<file path="config.mk">
export PLATFORM = sky130hd
export DESIGN_NAME = bresenham_line_pixel_generator_top_flat
export DESIGN_NICKNAME = d
export VERILOG_FILES = /design/src/rtl/blpg_pkg.sv /design/src/rtl/blpg_if.sv /design/src/rtl/bresenham_line_pixel_generator_top.sv /design/src/rtl/blpg_clip.sv /design/src/flat_wrapper.sv
export SDC_FILE = /design/constraint.sdc
export NUM_CORES = 1
export LEC_CHECK = 0
export BUFFER_PORTS_ARGS = -buffer_cell sky130_fd_sc_hd__buf_2
export CAP_MARGIN = 20
export CORE_MARGIN = 1.5
export CORE_UTILIZATION = 62
export CTS_CLUSTER_SIZE = 14
export DETAILED_ROUTE_END_ITERATION = 10
export HOLD_SLACK_MARGIN = 0.02
export PLACE_DENSITY = 0.8
export SKIP_CTS_REPAIR_TIMING = 1
export SLEW_MARGIN = 20
export SYNTH_ARGS = -nofsm -noshare
export SYNTH_HDL_FRONTEND = slang
export SYNTH_HIERARCHICAL = 1
export SYNTH_SLANG_ARGS = --single-unit
</file>
<file path="constraint.sdc">
create_clock -name i_clk -period 14.5 [get_ports i_clk]
set_clock_uncertainty 0.2 [all_clocks]
set_input_delay 2.9 -clock i_clk [delete_from_list [all_inputs] [get_ports i_clk]]
set_output_delay 2.9 -clock i_clk [all_outputs]
set_load 0.005 [all_outputs]
</file>
<file path="src/rtl/blpg_pkg.sv">
// Shared types, constants and helpers for the line pixel generator.
package blpg_pkg;

    localparam int DIM_BITS       = 13;
    localparam int CFG_IDX_BITS   = 2;
    localparam int ADDR_BITS      = 24;
    localparam int COLOR_565_BITS = 16;
    localparam int ARGB_BITS      = 32;

    localparam logic [DIM_BITS-1:0] FRAME_WIDTH_RST  = 13'd960;
    localparam logic [DIM_BITS-1:0] FRAME_HEIGHT_RST = 13'd544;
    localparam logic [7:0]          ALPHA_OPAQUE     = 8'hFF;

    typedef enum logic {
        FUNC_START = 1'b0,
        FUNC_STEP  = 1'b1
    } t_func;

    typedef enum logic [CFG_IDX_BITS-1:0] {
        CFG_FRAME_WIDTH  = 2'd0,
        CFG_FRAME_HEIGHT = 2'd1
    } t_cfg_idx;

    // RGB565 to opaque ARGB32, zero fill in the low bits of each channel
    function automatic logic [ARGB_BITS-1:0] expand_565(input logic [COLOR_565_BITS-1:0] c);
        expand_565 = {ALPHA_OPAQUE, c[15:11], 3'b000, c[10:5], 2'b00, c[4:0], 3'b000};
    endfunction

endpackage

</file>
<file path="src/rtl/blpg_if.sv">
// Channel interfaces: configuration writes, commands and pixel results.
interface blpg_cfg_if;
    import blpg_pkg::*;
    logic                    valid;
    logic                    ready;
    logic [CFG_IDX_BITS-1:0] index;
    logic [DIM_BITS-1:0]     data;
    modport source (output valid, index, data, input ready);
    modport sink   (input valid, index, data, output ready);
endinterface

interface blpg_cmd_if #(parameter int COORD_BITS = 16);
    import blpg_pkg::*;
    logic                         valid;
    logic                         ready;
    logic                         func;
    logic signed [COORD_BITS-1:0] start_x;
    logic signed [COORD_BITS-1:0] start_y;
    logic signed [COORD_BITS-1:0] end_x;
    logic signed [COORD_BITS-1:0] end_y;
    logic [COLOR_565_BITS-1:0]    color_565;
    modport source (output valid, func, start_x, start_y, end_x, end_y, color_565,
                    input ready);
    modport sink   (input valid, func, start_x, start_y, end_x, end_y, color_565,
                    output ready);
endinterface

interface blpg_pix_if #(parameter int COORD_BITS = 16);
    import blpg_pkg::*;
    logic                         valid;
    logic                         ready;
    logic signed [COORD_BITS-1:0] pixel_x;
    logic signed [COORD_BITS-1:0] pixel_y;
    logic                         write_enable;
    logic [ADDR_BITS-1:0]         pixel_address;
    logic [ARGB_BITS-1:0]         color_argb;
    logic                         last;
    modport source (output valid, pixel_x, pixel_y, write_enable, pixel_address,
                    color_argb, last, input ready);
    modport sink   (input valid, pixel_x, pixel_y, write_enable, pixel_address,
                    color_argb, last, output ready);
endinterface

</file>
<file path="src/rtl/bresenham_line_pixel_generator_top.sv">
// Top level of the all-octant line pixel generator.
//
//  channel  | dir | payload                                           | accepted when
//  ---------+-----+---------------------------------------------------+---------------
//  i_cfg    | in  | index, data (frame_width / frame_height)          | valid & ready
//  i_cmd    | in  | func, start_x, start_y, end_x, end_y, color_565   | valid & ready
//  o_pix    | out | pixel_x/y, write_enable, pixel_address, argb, last | valid & ready
//
// One pixel per clock unless o_pix stalls: every command transaction yields
// exactly one result, registered in the next cycle. The line state and the output
// register load on the same edge, so commands stream back to back; the rate is
// set by the single error-term update and the 13x13 address multiply ahead of o_pix.
// Reset is synchronous and active low; it restores the frame size and drops any
// active line. Outside reset, i_cmd.ready falls only while o_pix.ready holds a result.
module bresenham_line_pixel_generator_top #(
    parameter int COORD_BITS = 16,
    parameter int MAX_DIM    = 4096
) (
    input  logic       i_clk,
    input  logic       i_rst_n,
    blpg_cfg_if.sink   i_cfg,
    blpg_cmd_if.sink   i_cmd,
    blpg_pix_if.source o_pix
);
    import blpg_pkg::*;

    localparam int CB = COORD_BITS;
    localparam logic [CB-1:0] COORD_ONE = CB'(1);

    // configuration
    logic [DIM_BITS-1:0] r_frame_width;
    logic [DIM_BITS-1:0] r_frame_height;

    // line state
    logic signed [CB-1:0] r_cur_x,  n_cur_x;
    logic signed [CB-1:0] r_cur_y,  n_cur_y;
    logic signed [CB-1:0] r_tgt_x,  n_tgt_x;
    logic signed [CB-1:0] r_tgt_y,  n_tgt_y;
    logic [CB:0]          r_delta_x, n_delta_x;
    logic signed [CB+1:0] r_neg_delta_y, n_neg_delta_y;
    logic                 r_step_x_neg, n_step_x_neg;
    logic                 r_step_y_neg, n_step_y_neg;
    logic signed [CB+2:0] r_error, n_error;
    logic [ARGB_BITS-1:0] r_line_color, n_line_color;
    logic                 r_line_active, n_line_active;

    // output register
    logic                 r_out_valid;
    logic signed [CB-1:0] r_out_x;
    logic signed [CB-1:0] r_out_y;
    logic                 r_out_we;
    logic [ADDR_BITS-1:0] r_out_addr;
    logic [ARGB_BITS-1:0] r_out_color;
    logic                 r_out_last;

    logic cmd_accept;
    logic is_start;
    logic em_en;
    logic em_last;
    logic em_we;
    logic [ADDR_BITS-1:0] em_addr;

    // start set-up
    logic signed [CB:0]   s_x1, s_y1, s_x2, s_y2;
    logic [CB:0]          s_dx;
    logic signed [CB:0]   s_ndy;
    logic signed [CB+2:0] s_err;

    // step
    logic signed [CB+3:0] k_e2, k_ndy, k_dx;
    logic                 k_mv_x, k_mv_y;
    logic signed [CB+2:0] k_add_x, k_add_y;

    assign i_cfg.ready = i_rst_n;
    assign i_cmd.ready = i_rst_n && (!r_out_valid || o_pix.ready);
    assign cmd_accept  = i_cmd.valid && i_cmd.ready;
    assign is_start    = (i_cmd.func == FUNC_START);

    assign s_x1  = {i_cmd.start_x[CB-1], i_cmd.start_x};
    assign s_y1  = {i_cmd.start_y[CB-1], i_cmd.start_y};
    assign s_x2  = {i_cmd.end_x[CB-1], i_cmd.end_x};
    assign s_y2  = {i_cmd.end_y[CB-1], i_cmd.end_y};
    assign s_dx  = (s_x2 >= s_x1) ? (s_x2 - s_x1) : (s_x1 - s_x2);
    assign s_ndy = (s_y2 >= s_y1) ? (s_y1 - s_y2) : (s_y2 - s_y1);
    assign s_err = $signed({2'b00, s_dx}) + {{2{s_ndy[CB]}}, s_ndy};

    // decision on twice the error, both axes may move in one step
    assign k_e2    = {r_error, 1'b0};
    assign k_ndy   = {{2{r_neg_delta_y[CB+1]}}, r_neg_delta_y};
    assign k_dx    = $signed({3'b000, r_delta_x});
    assign k_mv_x  = (k_e2 >= k_ndy);
    assign k_mv_y  = (k_e2 <= k_dx);
    assign k_add_x = k_mv_x ? {r_neg_delta_y[CB+1], r_neg_delta_y} : '0;
    assign k_add_y = k_mv_y ? $signed({2'b00, r_delta_x}) : '0;

    always_comb begin
        n_cur_x       = r_cur_x;
        n_cur_y       = r_cur_y;
        n_tgt_x       = r_tgt_x;
        n_tgt_y       = r_tgt_y;
        n_delta_x     = r_delta_x;
        n_neg_delta_y = r_neg_delta_y;
        n_step_x_neg  = r_step_x_neg;
        n_step_y_neg  = r_step_y_neg;
        n_error       = r_error;
        n_line_color  = r_line_color;
        n_line_active = r_line_active;
        em_en         = 1'b0;
        em_last       = 1'b1;
        if (cmd_accept) begin
            if (is_start) begin
                n_cur_x       = i_cmd.start_x;
                n_cur_y       = i_cmd.start_y;
                n_tgt_x       = i_cmd.end_x;
                n_tgt_y       = i_cmd.end_y;
                n_delta_x     = s_dx;
                n_neg_delta_y = {s_ndy[CB], s_ndy};
                n_step_x_neg  = !(s_x1 < s_x2);
                n_step_y_neg  = !(s_y1 < s_y2);
                n_error       = s_err;
                n_line_color  = expand_565(i_cmd.color_565);
                em_en         = 1'b1;
                em_last       = (n_cur_x == n_tgt_x) && (n_cur_y == n_tgt_y);
                n_line_active = !em_last;
            end else if (r_line_active) begin
                n_error = r_error + k_add_x + k_add_y;
                if (k_mv_x) begin
                    n_cur_x = r_step_x_neg ? (r_cur_x - COORD_ONE) : (r_cur_x + COORD_ONE);
                end
                if (k_mv_y) begin
                    n_cur_y = r_step_y_neg ? (r_cur_y - COORD_ONE) : (r_cur_y + COORD_ONE);
                end
                em_en         = 1'b1;
                em_last       = (n_cur_x == r_tgt_x) && (n_cur_y == r_tgt_y);
                n_line_active = !em_last;
            end
            // idle step: state held, disabled pixel flagged last
        end
    end

    blpg_clip #(
        .COORD_BITS (COORD_BITS),
        .MAX_DIM    (MAX_DIM)
    ) u_clip (
        .i_en           (em_en),
        .i_x            (n_cur_x),
        .i_y            (n_cur_y),
        .i_frame_width  (r_frame_width),
        .i_frame_height (r_frame_height),
        .o_we           (em_we),
        .o_addr         (em_addr)
    );

    always_ff @(posedge i_clk) begin
        if (!i_rst_n) begin
            r_frame_width  <= FRAME_WIDTH_RST;
            r_frame_height <= FRAME_HEIGHT_RST;
        end else if (i_cfg.valid) begin
            unique case (i_cfg.index)
                CFG_FRAME_WIDTH:  r_frame_width  <= i_cfg.data;
                CFG_FRAME_HEIGHT: r_frame_height <= i_cfg.data;
                default: ;
            endcase
        end
    end

    always_ff @(posedge i_clk) begin
        if (!i_rst_n) begin
            r_cur_x       <= '0;
            r_cur_y       <= '0;
            r_tgt_x       <= '0;
            r_tgt_y       <= '0;
            r_delta_x     <= '0;
            r_neg_delta_y <= '0;
            r_step_x_neg  <= 1'b0;
            r_step_y_neg  <= 1'b0;
            r_error       <= '0;
            r_line_color  <= '0;
            r_line_active <= 1'b0;
        end else begin
            r_cur_x       <= n_cur_x;
            r_cur_y       <= n_cur_y;
            r_tgt_x       <= n_tgt_x;
            r_tgt_y       <= n_tgt_y;
            r_delta_x     <= n_delta_x;
            r_neg_delta_y <= n_neg_delta_y;
            r_step_x_neg  <= n_step_x_neg;
            r_step_y_neg  <= n_step_y_neg;
            r_error       <= n_error;
            r_line_color  <= n_line_color;
            r_line_active <= n_line_active;
        end
    end

    // output register: refills on the edge the held result leaves
    always_ff @(posedge i_clk) begin
        if (!i_rst_n) begin
            r_out_valid <= 1'b0;
        end else if (!r_out_valid || o_pix.ready) begin
            r_out_valid <= cmd_accept;
        end
    end

    always_ff @(posedge i_clk) begin
        if (cmd_accept) begin
            r_out_x     <= n_cur_x;
            r_out_y     <= n_cur_y;
            r_out_we    <= em_we;
            r_out_addr  <= em_addr;
            r_out_color <= n_line_color;
            r_out_last  <= em_last;
        end
    end

    assign o_pix.valid         = r_out_valid;
    assign o_pix.pixel_x       = r_out_x;
    assign o_pix.pixel_y       = r_out_y;
    assign o_pix.write_enable  = r_out_we;
    assign o_pix.pixel_address = r_out_addr;
    assign o_pix.color_argb    = r_out_color;
    assign o_pix.last          = r_out_last;

endmodule

</file>
<file path="src/rtl/blpg_clip.sv">
// Framebuffer clip test and linear address y*width+x.
module blpg_clip #(
    parameter int COORD_BITS = 16,
    parameter int MAX_DIM    = 4096
) (
    input  logic                           i_en,
    input  logic signed [COORD_BITS-1:0]   i_x,
    input  logic signed [COORD_BITS-1:0]   i_y,
    input  logic [blpg_pkg::DIM_BITS-1:0]  i_frame_width,
    input  logic [blpg_pkg::DIM_BITS-1:0]  i_frame_height,
    output logic                           o_we,
    output logic [blpg_pkg::ADDR_BITS-1:0] o_addr
);
    import blpg_pkg::*;

    logic [DIM_BITS-1:0]   w_cl;
    logic [DIM_BITS-1:0]   h_cl;
    logic [31:0]           x_ext;
    logic [31:0]           y_ext;
    logic                  in_frame;
    logic [2*DIM_BITS-1:0] prod;
    logic [2*DIM_BITS-1:0] sum;

    assign w_cl = (32'(i_frame_width) > MAX_DIM) ? DIM_BITS'(MAX_DIM) : i_frame_width;
    assign h_cl = (32'(i_frame_height) > MAX_DIM) ? DIM_BITS'(MAX_DIM) : i_frame_height;

    assign x_ext = {{(32-COORD_BITS){1'b0}}, i_x};
    assign y_ext = {{(32-COORD_BITS){1'b0}}, i_y};

    // negative coordinates fail on the sign bit before the unsigned compare
    assign in_frame = i_en && !i_x[COORD_BITS-1] && !i_y[COORD_BITS-1]
                      && (x_ext < 32'(w_cl)) && (y_ext < 32'(h_cl));

    assign prod   = y_ext[DIM_BITS-1:0] * w_cl;
    assign sum    = prod + {{DIM_BITS{1'b0}}, x_ext[DIM_BITS-1:0]};
    assign o_we   = in_frame;
    assign o_addr = in_frame ? sum[ADDR_BITS-1:0] : '0;

endmodule

</file>
<file path="src/flat_wrapper.sv">
// flat-port wrapper written by rule: the top's interface ports become plain ports
module bresenham_line_pixel_generator_top_flat import blpg_pkg::*;
#(
    parameter int COORD_BITS = 16,
    parameter int MAX_DIM    = 4096
)
  (i_clk, i_rst_n, i_cfg_valid, i_cfg_index, i_cfg_data, i_cfg_ready, i_cmd_valid, i_cmd_func, i_cmd_start_x, i_cmd_start_y, i_cmd_end_x, i_cmd_end_y, i_cmd_color_565, i_cmd_ready, o_pix_valid, o_pix_pixel_x, o_pix_pixel_y, o_pix_write_enable, o_pix_pixel_address, o_pix_color_argb, o_pix_last, o_pix_ready);
  blpg_cfg_if i_cfg_i ();
  blpg_cmd_if #(.COORD_BITS(COORD_BITS)) i_cmd_i ();
  blpg_pix_if #(.COORD_BITS(COORD_BITS)) o_pix_i ();
  input  logic i_clk;
  input  logic i_rst_n;
  input wire logic [$bits(i_cfg_i.valid)-1:0] i_cfg_valid;
  input wire logic [$bits(i_cfg_i.index)-1:0] i_cfg_index;
  input wire logic [$bits(i_cfg_i.data)-1:0] i_cfg_data;
  output wire logic [$bits(i_cfg_i.ready)-1:0] i_cfg_ready;
  input wire logic [$bits(i_cmd_i.valid)-1:0] i_cmd_valid;
  input wire logic [$bits(i_cmd_i.func)-1:0] i_cmd_func;
  input wire logic [$bits(i_cmd_i.start_x)-1:0] i_cmd_start_x;
  input wire logic [$bits(i_cmd_i.start_y)-1:0] i_cmd_start_y;
  input wire logic [$bits(i_cmd_i.end_x)-1:0] i_cmd_end_x;
  input wire logic [$bits(i_cmd_i.end_y)-1:0] i_cmd_end_y;
  input wire logic [$bits(i_cmd_i.color_565)-1:0] i_cmd_color_565;
  output wire logic [$bits(i_cmd_i.ready)-1:0] i_cmd_ready;
  output wire logic [$bits(o_pix_i.valid)-1:0] o_pix_valid;
  output wire logic [$bits(o_pix_i.pixel_x)-1:0] o_pix_pixel_x;
  output wire logic [$bits(o_pix_i.pixel_y)-1:0] o_pix_pixel_y;
  output wire logic [$bits(o_pix_i.write_enable)-1:0] o_pix_write_enable;
  output wire logic [$bits(o_pix_i.pixel_address)-1:0] o_pix_pixel_address;
  output wire logic [$bits(o_pix_i.color_argb)-1:0] o_pix_color_argb;
  output wire logic [$bits(o_pix_i.last)-1:0] o_pix_last;
  input wire logic [$bits(o_pix_i.ready)-1:0] o_pix_ready;
  assign i_cfg_i.valid = i_cfg_valid;
  assign i_cfg_i.index = i_cfg_index;
  assign i_cfg_i.data = i_cfg_data;
  assign i_cfg_ready = i_cfg_i.ready;
  assign i_cmd_i.valid = i_cmd_valid;
  assign i_cmd_i.func = i_cmd_func;
  assign i_cmd_i.start_x = i_cmd_start_x;
  assign i_cmd_i.start_y = i_cmd_start_y;
  assign i_cmd_i.end_x = i_cmd_end_x;
  assign i_cmd_i.end_y = i_cmd_end_y;
  assign i_cmd_i.color_565 = i_cmd_color_565;
  assign i_cmd_ready = i_cmd_i.ready;
  assign o_pix_valid = o_pix_i.valid;
  assign o_pix_pixel_x = o_pix_i.pixel_x;
  assign o_pix_pixel_y = o_pix_i.pixel_y;
  assign o_pix_write_enable = o_pix_i.write_enable;
  assign o_pix_pixel_address = o_pix_i.pixel_address;
  assign o_pix_color_argb = o_pix_i.color_argb;
  assign o_pix_last = o_pix_i.last;
  assign o_pix_i.ready = o_pix_ready;
  bresenham_line_pixel_generator_top #(.COORD_BITS(COORD_BITS), .MAX_DIM(MAX_DIM)) u_core (.i_clk(i_clk), .i_rst_n(i_rst_n), .i_cfg(i_cfg_i), .i_cmd(i_cmd_i), .o_pix(o_pix_i));
endmodule
</file>
; Yosys cells after proc, flatten, opt, wreduce, memory -nomap -nowiden
; Cells that the tools add are included.
[word_totals]
reg_bits = 269
inputBits = 101
out_inout_bits = 93
word_cells = 104
[op_classes]
add_sub_neg = 12
mul = 1
n_lt_le_gt_ge = 10
eq_ne = 6
mux = 33
bitwise_logic = 1
n_reduce_logical = 21
[op_table]
columns = operator, n
row1 = 16-bit two-way mux, 16
row2 = 16-bit by 16-bit subtractor with 17-bit output, 4
row3 = 16-bit == test, 4
row4 = 32-bit two-way mux, 2
row5 = 19-bit two-way mux, 3
row6 = 17-bit two-way mux, 3
row7 = 19-bit adder, 2
row8 = "16-bit by 1-bit adder with 16-bit output, second input constant", 2
row9 = 16-bit greater-or-equal comparator, 2
row10 = 16-bit by 13-bit < comparator with 1-bit output, 2
row11 = 16-bit < comparator, 2
row12 = "16-bit by 1-bit subtractor with 16-bit output, second input constant", 2
row13 = "13-bit greater-than comparator, second input constant", 2
row14 = 13-bit two-way mux, 2
row15 = 24-bit by 13-bit adder with 24-bit output, 1
row16 = 13-bit by 13-bit multiplier with 24-bit output, 1
row17 = 20-bit by 17-bit greater-or-equal comparator with 1-bit output, 1
row18 = 20-bit by 18-bit <= comparator with 1-bit output, 1
row19 = 18-bit by 17-bit adder with 19-bit output, 1
row20 = 1-bit logical AND, 8
row21 = 2-bit AND reduction, 4
row22 = 1-bit zero test, 7
row23 = 1-bit two-way mux, 7
row24 = "2-bit by 1-bit == test with 1-bit output, second input constant", 1
row25 = other kinds (4), 4

; Logic depth before layout (Yosys ltp)
; Gate-level depths: netlist of run 1.
[depth]
ltp_word = 14
ltp_mapped = 35
depth_no_buf = 32

; Modules after synthesis
; The synthesis of run 1 kept the hierarchy.
[modules_own_cells]
columns = module, n_inst, cells_each, area_per_inst_um2, seq_area_each_um2
row1 = bresenham_line_pixel_generator_top, 1, 2127, 18187.4, 6286.0
row2 = blpg_clip, 1, 814, 6810.3, 0.0

; Worst setup path before layout of run 1
; OpenSTA, ideal clock, no wires.
[synth_timing]
path_kind = input-to-reg
startpoint = input port o_pix_ready
endpoint = register u_core.r_out_addr[21], in the netlist u_core/o_pix.pixel_address[21] (data pin)
setup_ns = 0.257
arrival_ns = 12.327
required_time_ns = 14.043
setup_slack_ns = 1.716
path_stages = 29
n_path_buf = 4
cell_sequence = nand2b_1 -> and2_1 -> nand2_1 -> inv_1 -> clkbuf_1 -> clkbuf_1 -> o221ai_1 -> clkbuf_1 -> and2_1 -> fa_1 -> inv_1 -> fa_1 -> inv_1 -> fa_1 -> fa_1 -> fa_1 -> inv_1 -> fa_1 -> inv_1 -> ha_1 -> clkbuf_1 -> a21oi_1 -> nand2_1 -> nor2_1 -> a211oi_2 -> a2111o_1 -> a31oi_1 -> xor2_1 -> nor2_1
[synth_between]
elab_cells_between_ends = 16
cone_classes = add/sub: 1 / mul: 1 / order compare: 2 / mux: 3 / reduce/logical: 9
[synth_lines]
columns = element, line_no
row1 = start: declaration, flat_wrapper.sv:32  ; input wire logic [$bits(o_pix_i.ready)-1:0] o_pix_ready;
row2 = 1-bit logical OR *, bresenham_line_pixel_generator_top.sv:75  ; assign i_cmd.ready = i_rst_n && (!r_out_valid || o_pix.ready);
row3 = 1-bit logical AND *, bresenham_line_pixel_generator_top.sv:75
row4 = net i_cmd_ready, flat_wrapper.sv:24  ; output wire logic [$bits(i_cmd_i.ready)-1:0] i_cmd_ready;
row5 = 1-bit logical AND *, bresenham_line_pixel_generator_top.sv:76  ; assign cmd_accept = i_cmd.valid && i_cmd.ready;
row6 = net u_core.cmd_accept, bresenham_line_pixel_generator_top.sv:56  ; logic cmd_accept;
row7 = 16-bit two-way mux *, bresenham_line_pixel_generator_top.sv:110  ; if (cmd_accept) begin
row8 = net u_core.n_cur_y[9], bresenham_line_pixel_generator_top.sv:36  ; logic signed [CB-1:0] r_cur_y, n_cur_y;
row9 = 13-bit by 13-bit multiplier with 24-bit output / 16-bit by 13-bit < comparator with 1-bit output (equally long branches), "blpg_clip.sv:34, blpg_clip.sv:32"
row10 = 24-bit by 13-bit adder with 24-bit output / 1-bit logical AND (equally long branches), "blpg_clip.sv:35, blpg_clip.sv:32"
row11 = end signal: assignment, bresenham_line_pixel_generator_top.sv:209  ; r_out_addr <= em_addr;
row12 = end: declaration, bresenham_line_pixel_generator_top.sv:52  ; logic [ADDR_BITS-1:0] r_out_addr;
; The timed path passes the listed nets; every way through them passes the cells marked *.
; A chain may end at the register's enable or synchronous reset.

; Worst setup path in the final report of run 1
[layout_timing]
startpoint = input port i_rst_n
endpoint = register u_core.r_out_addr[23], in the netlist u_core/o_pix.pixel_address[23] (data pin)
[layout_between]
elab_cells_between_ends = 15
cone_classes = add/sub: 1 / mul: 1 / order compare: 2 / mux: 3 / reduce/logical: 8
[layout_lines]
columns = element, line_no
row1 = start: declaration, flat_wrapper.sv:12  ; input logic i_rst_n;
row2 = 1-bit logical AND *, bresenham_line_pixel_generator_top.sv:75
row3 = 1-bit logical AND *, bresenham_line_pixel_generator_top.sv:76
row4 = 16-bit two-way mux *, bresenham_line_pixel_generator_top.sv:110
row5 = net u_core.n_cur_y[1], bresenham_line_pixel_generator_top.sv:36
row6 = 13-bit by 13-bit multiplier with 24-bit output / 16-bit by 13-bit < comparator with 1-bit output (equally long branches), "blpg_clip.sv:34, blpg_clip.sv:32"
row7 = 24-bit by 13-bit adder with 24-bit output / 1-bit logical AND (equally long branches), "blpg_clip.sv:35, blpg_clip.sv:32"
; Marks and branches as above.

==> metrics.md, run 1 <==
| Metric | Value |
|---|---|
| Outcome | `complete, no violations` |
| Syn Inst Count | `2941` |
| Hold slack | `255 ps` |
| Area of the core | `39700 sq um` |
| RePlAce Congestion | `0.984` |
| Reg2reg start | `u_core/r_error[10]` |
| DP Area | `26400 sq um` |
| CP delay by family, top | `adder cells` |
| Worst Path Arrival | `11260 ps` |
| Total wire length | `approximately 73 mm` |
| Row Count | `73` |
| Final period util | `about three quarters` |
| Chip Width | `204 um` |
| RSZ-0062 raised after global routing | `false` |
| Max-slew violations | `0` |
| R2R setup slack | `4830 ps` |
| Fmax | `89.7 MHz` |
| Most common cell after layout, fill and taps aside | `nand2_1` |
| CTS Buffer Depth | `3` |
| Non-filler instance count after layout | `3611` |
| Critical path capture point | `u_core/o_pix.pixel_address[23]` |
| Startpoint types | `primary input` |
| Min Tclk post-route | `11140 ps` |
| CTS buffer count | `29` |
| Max VDD drop | `around 0.10 mV` |
| Die area | `approximately 42000 sq um` |
| Maxcap violations | `0` |
| Req. time, crit path | `14620 ps` |
| # nets final | `between 3k and 4k` |
| Wire per inst | `20.1 um` |
| Asr flop ratio synth | `0%` |
| Distinct cells, synth | `101` |
| Placed cell count | `3557` |
| Setup TNS | `0 ps` |
| # setup viols final | `0` |
| Hold Crit Class | `reg2reg` |
| DRC viols | `0` |
| Relative slew margins | `26.8%` |
| Post-route cell area | `27500 sq um` |
| Max H-tree Level | `1` |
| Die Y | `204 um` |
| Largest net degree at the start of global routing | `82` |
| Mapped Nets | `3464` |
| TritonCTS Sinks | `269` |
| # diodes | `0` |
| Initial Utilization | `62.9%` |
| Pwr Density | `109 nW/um^2` |
| Critical Path Start | `i_rst_n` |
| IO Pins | `194` |
| Post-synthesis sequential area ratio | `25.1%` |
| CP max FO | `66` |
| Leakage | `12.8 nW` |
| Reg-to-reg endpoint | `u_core/o_pix.pixel_address[23]` |
| Endpoints failing hold | `0` |
| HPWL Detailed | `55.3 mm` |
| Via count | `approximately 22k` |
| Antenna Nets Post-Route | `0` |
| Ys flop type | `dfxtp_1` |
| Top cell by count, worst path | `fa_1` |
| Global-route wire length before repair | `around 120 mm` |
| PortBufs | `193` |
| Element type at the critical path end | `flip-flop` |
| Initial antenna violation count | `0` |
| Slowest stage delay, CP | `around 550 ps` |
| Layout cells sized above 1 | `roughly 11%` |
| Most frequent cells in the layout | `nand2_1, inv_1, ha_1` |
| Slowest cell on the critical path | `buf_4` |
| Synth warn | `6` |
| CTS clk-pin slew, worst paths | `60 ps` |
| Detailed Route Iter0 Violations | `2076` |
| Total GRT Usage | `35.0%` |
| Total gr overflow | `0` |
| Worst Path Buf+Inv | `8` |
| Number of vias per cell | `6.17` |
| Number of cells on the worst reg-to-reg path | `31` |
| Number of global-route vias before repair | `21.8k` |
| Post-Syn Area | `25000 sq um` |
| Worst Tran Pin Value | `~1100 ps` |
| Overall power | `3.00 mW` |
| EDFF count, synth | `90` |
| Stages on worst setup path | `29` |
| Setup CP Type | `in2reg` |
| Yosys reg bits | `269` |
| Worst skew pair latency | `between 500 and 600 ps` |
| Filler Cells Inserted | `between 3k and 4k` |
| Syn_area_per_cell | `8.50 sq um` |
| Drt first pass iters | `6` |
| Root Driver | `clkbuf_16` |
| Area grow syn2layout | `9.86%` |
| TritonCTS clock tree | `built` |
==> state kept, by name, summed over array words and instances (netlist names), 13 cells and up <==
name and cells:
u_core/r_frame_height 13, u_core/r_delta_x 17, u_core/r_tgt_y 16, u_core/o_pix.pixel_address 24
u_core/r_neg_delta_y 17, u_core/r_cur_x 16, u_core/r_cur_y 16, u_core/r_frame_width 13
u_core/o_pix.color_argb 32, u_core/r_tgt_x 16, u_core/o_pix.pixel_x 16, u_core/r_line_color 32
u_core/r_error 19, u_core/o_pix.pixel_y 16
==> worst min path at each step <==
| stage | startpoint | endpoint | cells past startpoint |
|---|---|---|---|
| floorplan | u_core/r_frame_height[0] | u_core/r_frame_height[0] | 2 |
| global placement | u_core/r_frame_width[4] | u_core/r_frame_width[4] | 2 |
| detailed placement | u_core/r_delta_x[2] | u_core/r_delta_x[2] | 2 |
| CTS | u_core/r_delta_x[2] | u_core/r_delta_x[2] | 2 |
| global route | u_core/r_delta_x[10] | u_core/r_delta_x[10] | 2 |
| finish | u_core/r_delta_x[2] | u_core/r_delta_x[2] | 2 |
==> metrics by stage <==
stage	util, %	setup slack (ps)
finish	69.1	3360
global route	69.1	2830
CTS	69.1	3380
detailed placement	66.3	2820
global placement	66.3	3000
floorplan	-	1720
==> area by class of cell <==
| class | count | area (sq um) | share of cell area [%] |
|---|---|---|---|
| inverters | 325 | 1230 | 4.46 |
| flip-flops and latches | 269 | 6290 | 22.9 |
| clock buffers | 30 | 729 | 2.66 |
| repair buffers | 228 | 1230 | 4.47 |
| multi-input cells | 2210 | 17000 | 61.8 |
| well taps | 525 | 657 | 2.39 |
| clock inverters | 24 | 368 | 1.34 |
==> logic make-up after synthesis <==
group | count (synthesis) | synth area share [%]
simple gates | 922 | 18.1
compound gates | 696 | 17.7
buf+inv | 462 | 7.08
fa+ha+maj | 422 | 25.7
flops | 269 | 25.1
xor+xnor | 131 | 4.64
mux | 39 | 1.60
==> cell usage after synthesis, types with 8 or more instances <==
master       n  area share, %
nand2_1    364            5.5
inv_1      321            4.8
ha_1       268             13
a21oi_1    253            5.1
dfxtp_1    179             14
fa_1       154             12
and2_1     153            3.8
nor2_1     135            2.0
clkbuf_1   111            1.7
o21ai_0    106            2.1
edfxtp_1    90             11
xnor2_1     81            2.8
a21o_1      58            1.7
nor3_1      54            1.1
o22ai_1     54            1.4
nand3_1     50            1.0
xor2_1      49            1.7
a211oi_1    42            1.3
nor2b_1     35           0.88
mux2i_1     34            1.4
nand2b_1    30           0.75
a31oi_1     21           0.53
and3_1      19           0.48
nand4_1     18           0.45
o211ai_1    17           0.51
o21bai_1    15           0.45
buf_2       14           0.28
o21a_1      14           0.42
or3_1       14           0.35
nor4_1       9           0.23
buf_1        8           0.12
o2111ai_1    8           0.28
==> layer usage <==
layer / global-route usage [%] / up-vias / wire [um]
met3: 5.02 / 212 / 5850
met4: 17.8 / 0 / 3790
met5: 0 / - / 0
met1: 45.9 / 10700 / 29700
met2: 56.4 / 1000 / 33200
li1: - / 10300 / -
==> worst register-to-register path: cells and delay by family (launching register included) <==
family	cells	cell delay, ps
fa+ha+maj	8	3780
buf+inv	5	660
flops	1	360
xor+xnor	1	160
compound gates	8	2110
simple gates	9	2150
==> report_power, final <==
part	internal [mW]	total [mW]	switching, mW
registers	0.819	0.853	0.0334
logic	0.490	1.29	0.797
clock network	0.528	0.856	0.329
No activity file was read; power rests on OpenSTA's default activity.
==> run 2, diff against run 1 <==
==> constraint.sdc (replaced) <==
create_clock -name i_clk -period 11.5 [get_ports i_clk]
set_clock_uncertainty 0.2 [all_clocks]
set_input_delay 2.3 -clock i_clk [delete_from_list [all_inputs] [get_ports i_clk]]
set_output_delay 2.3 -clock i_clk [all_outputs]
set_load 0.005 [all_outputs]
==> run 2 against run 1 <==
First-iteration DRC count shrank 5.6%. Worst setup slack worse by 1800 ps. Final cell count grew 0.14%. Power rose by 24%. Critical path depth rose by 2. Non-clock buffer count unchanged.
==> metrics.md, run 2 (same netlist as run 1, synthesis figures left out) <==
| Metric | Value |
|---|---|
| Initial antenna violation count | `0` |
| Total wire length | `71.7 mm` |
| Slowest stage delay, CP | `540 ps` |
| Non-filler instance count after layout | `3616` |
| Final WS setup | `1590 ps` |
| DP Area | `26400 sq um` |
| Die area | `41500 sq um` |
| Worst skew pair latency | `610 ps` |
| Hold Startpoint | `u_core/r_frame_width[10]` |
| Chip Width | `204 um` |
| CTS Buffer Depth | `3` |
| Worst slack, placed | `between 1000 and 1500 ps` |
| Worst Path Arrival | `10040 ps` |
| Global-route wire length before repair | `113 mm` |
| Setup TNS | `0 ps` |
| Hold slack | `253 ps` |
| Final period util | `86.1%` |
| Startpoint types | `primary input` |
| Area grow syn2layout | `9.63%` |
| Metal2 WL | `32.9 mm` |
| Reg-to-reg endpoint | `u_core/o_pix.pixel_address[23]` |
| Number of global-route vias before repair | `roughly 21k` |
| TritonCTS Sinks | `269` |
| Initial Utilization | `62.9%` |
| Row Count | `73` |
| HPWL Detailed | `around 54 mm` |
| RSZ-0062 raised after global routing | `false` |
| Total GRT Usage | `34.5%` |
| Element type at the critical path end | `flip-flop` |
| Post-route cell area | `~27000 sq um` |
| Leakage | `about 13 nW` |
| # nets final | `3588` |
| Critical Path Start | `o_pix_ready` |
| CTS buffer count | `31` |
| Detailed Route Iter0 Violations | `1959` |
| Endpoints failing hold | `0` |
| Slowest cell on the critical path | `fa_1` |
| P_int | `2.24 mW` |
| Pwr Density | `135 nW/um^2` |
| TritonCTS clock tree | `built` |
| Sw Share | `about two fifths` |
| Most common cell after layout, fill and taps aside | `nand2_1` |
| Drt first pass iters | `6` |
| Combinational power share | `43.9%` |
| Max-slew violations | `0` |
| M1 WL | `29.7 mm` |
| Wire per inst | `19.8 um` |
| Number of cells on the worst reg-to-reg path | `32` |
| Total gr overflow | `0` |
| Number of vias per cell | `6.11` |
| Fmax | `101 MHz` |
| Relative slew margins | `~23%` |
| Hold Crit Class | `reg2reg` |
| Layout cells sized above 1 | `10.8%` |
| Area of the core | `between 30000 and 40000 sq um` |
| Met3 WL post-DR | `6.02 mm` |
| Clock power frac | `27.2%` |
| Outcome | `complete, no violations` |
| Max H-tree Level | `1` |
| DRC viols | `0` |
| IO Pins | `194` |
| Sequential Power Share | `approximately 29%` |
| Switching pwr | `1.47 mW` |
| DR top layer | `met4` |
| CP max FO | `57` |
| Max VDD drop | `between 0.1 and 0.15 mV` |
| Req. time, crit path | `about 12000 ps` |
| R2R setup slack | `roughly 2200 ps` |
| Via count | `~22k` |
| Hold Crit Depth | `2` |
| Worst Tran Pin Value | `1160 ps` |
| Min Tclk post-route | `9910 ps` |
| Largest net degree at the start of global routing | `between 100 and 150` |
| Worst hold path endpoint | `u_core/r_frame_width[10]` |
| # setup viols final | `0` |
| RePlAce Congestion | `0.962` |
| Setup CP Type | `in2reg` |
| PortBufs | `193` |
| CTS clk-pin slew, worst paths | `60 ps` |
| Die Y | `204 um` |
| Antenna Nets Post-Route | `0` |
| Root Driver | `clkbuf_16` |
| Reg2reg start | `u_core/r_error[10]` |
| Maxcap violations | `0` |
| Filler Cells Inserted | `between 3k and 4k` |
| Most frequent cells in the layout | `nand2_1, inv_1, ha_1` |
| Placed cell count | `approximately 3.6k` |
[run 2: power by group through the flow]
stage / clock, mW / combinational (mW) / sequential (mW)
after floorplan: 0 / 1.17 / 1.08
after global placement: 0 / 1.54 / 1.09
after detailed placement: 0 / 1.58 / 1.09
after CTS: 1.02 / 1.60 / 1.07
after global routing: 1.06 / 1.79 / 1.08
final: 1.01 / 1.63 / 1.07
[run 2: area by class of cell]
| type | instances | area (sq um) | share of cell area (%) |
|---|---|---|---|
| Antenna cell | 1 | 2.50 | 0.00913 |
| Clock buffer | 42 | 858 | 3.13 |
| Clock inverter | 16 | 175 | 0.639 |
| Inverter | 325 | 1230 | 4.47 |
| Multi-Input combinational cell | 2210 | 17000 | 61.9 |
| Sequential cell | 269 | 6290 | 22.9 |
| Tap cell | 525 | 657 | 2.40 |
| Timing Repair Buffer | 228 | 1230 | 4.48 |
[run 2: metrics by stage]
stage	power [mW]	util, %
floorplan	2.25	-
global placement	2.63	66.3
detailed placement	2.67	66.3
CTS	3.69	68.9
global route	3.93	69.0
finish	3.71	69.0
[run 2: routing by layer]
layer	vias to the layer above	global-route usage [%]
li1	10300	-
met1	10600	45.5
met2	998	56.2
met3	170	5.05
met4	0	15.2
met5	-	0
[run 2: worst max path at each step]
stage	end	slack [ps]	depth (start not counted)
2_1_floorplan	u_core/o_pix.pixel_address[21]	900	29
3_3_place_gp	u_core/o_pix.pixel_address[23]	1240	28
3_5_place_dp	u_core/o_pix.pixel_address[21]	1070	31
4_1_cts	u_core/o_pix.pixel_address[21]	1670	31
5_1_grt	u_core/o_pix.pixel_address[23]	1190	28
6_report	u_core/o_pix.pixel_address[21]	1590	31
[run 2: critical path, delay by kind of cell]
kind                     cells  cell delay (ps)
AND/OR/NAND/NOR              7             1300
XOR/XNOR                     1              160
AO/OA/AOI/OAI                7             1630
adder cells (fa/ha/maj)      7             3470
buffers and inverters        9             1120
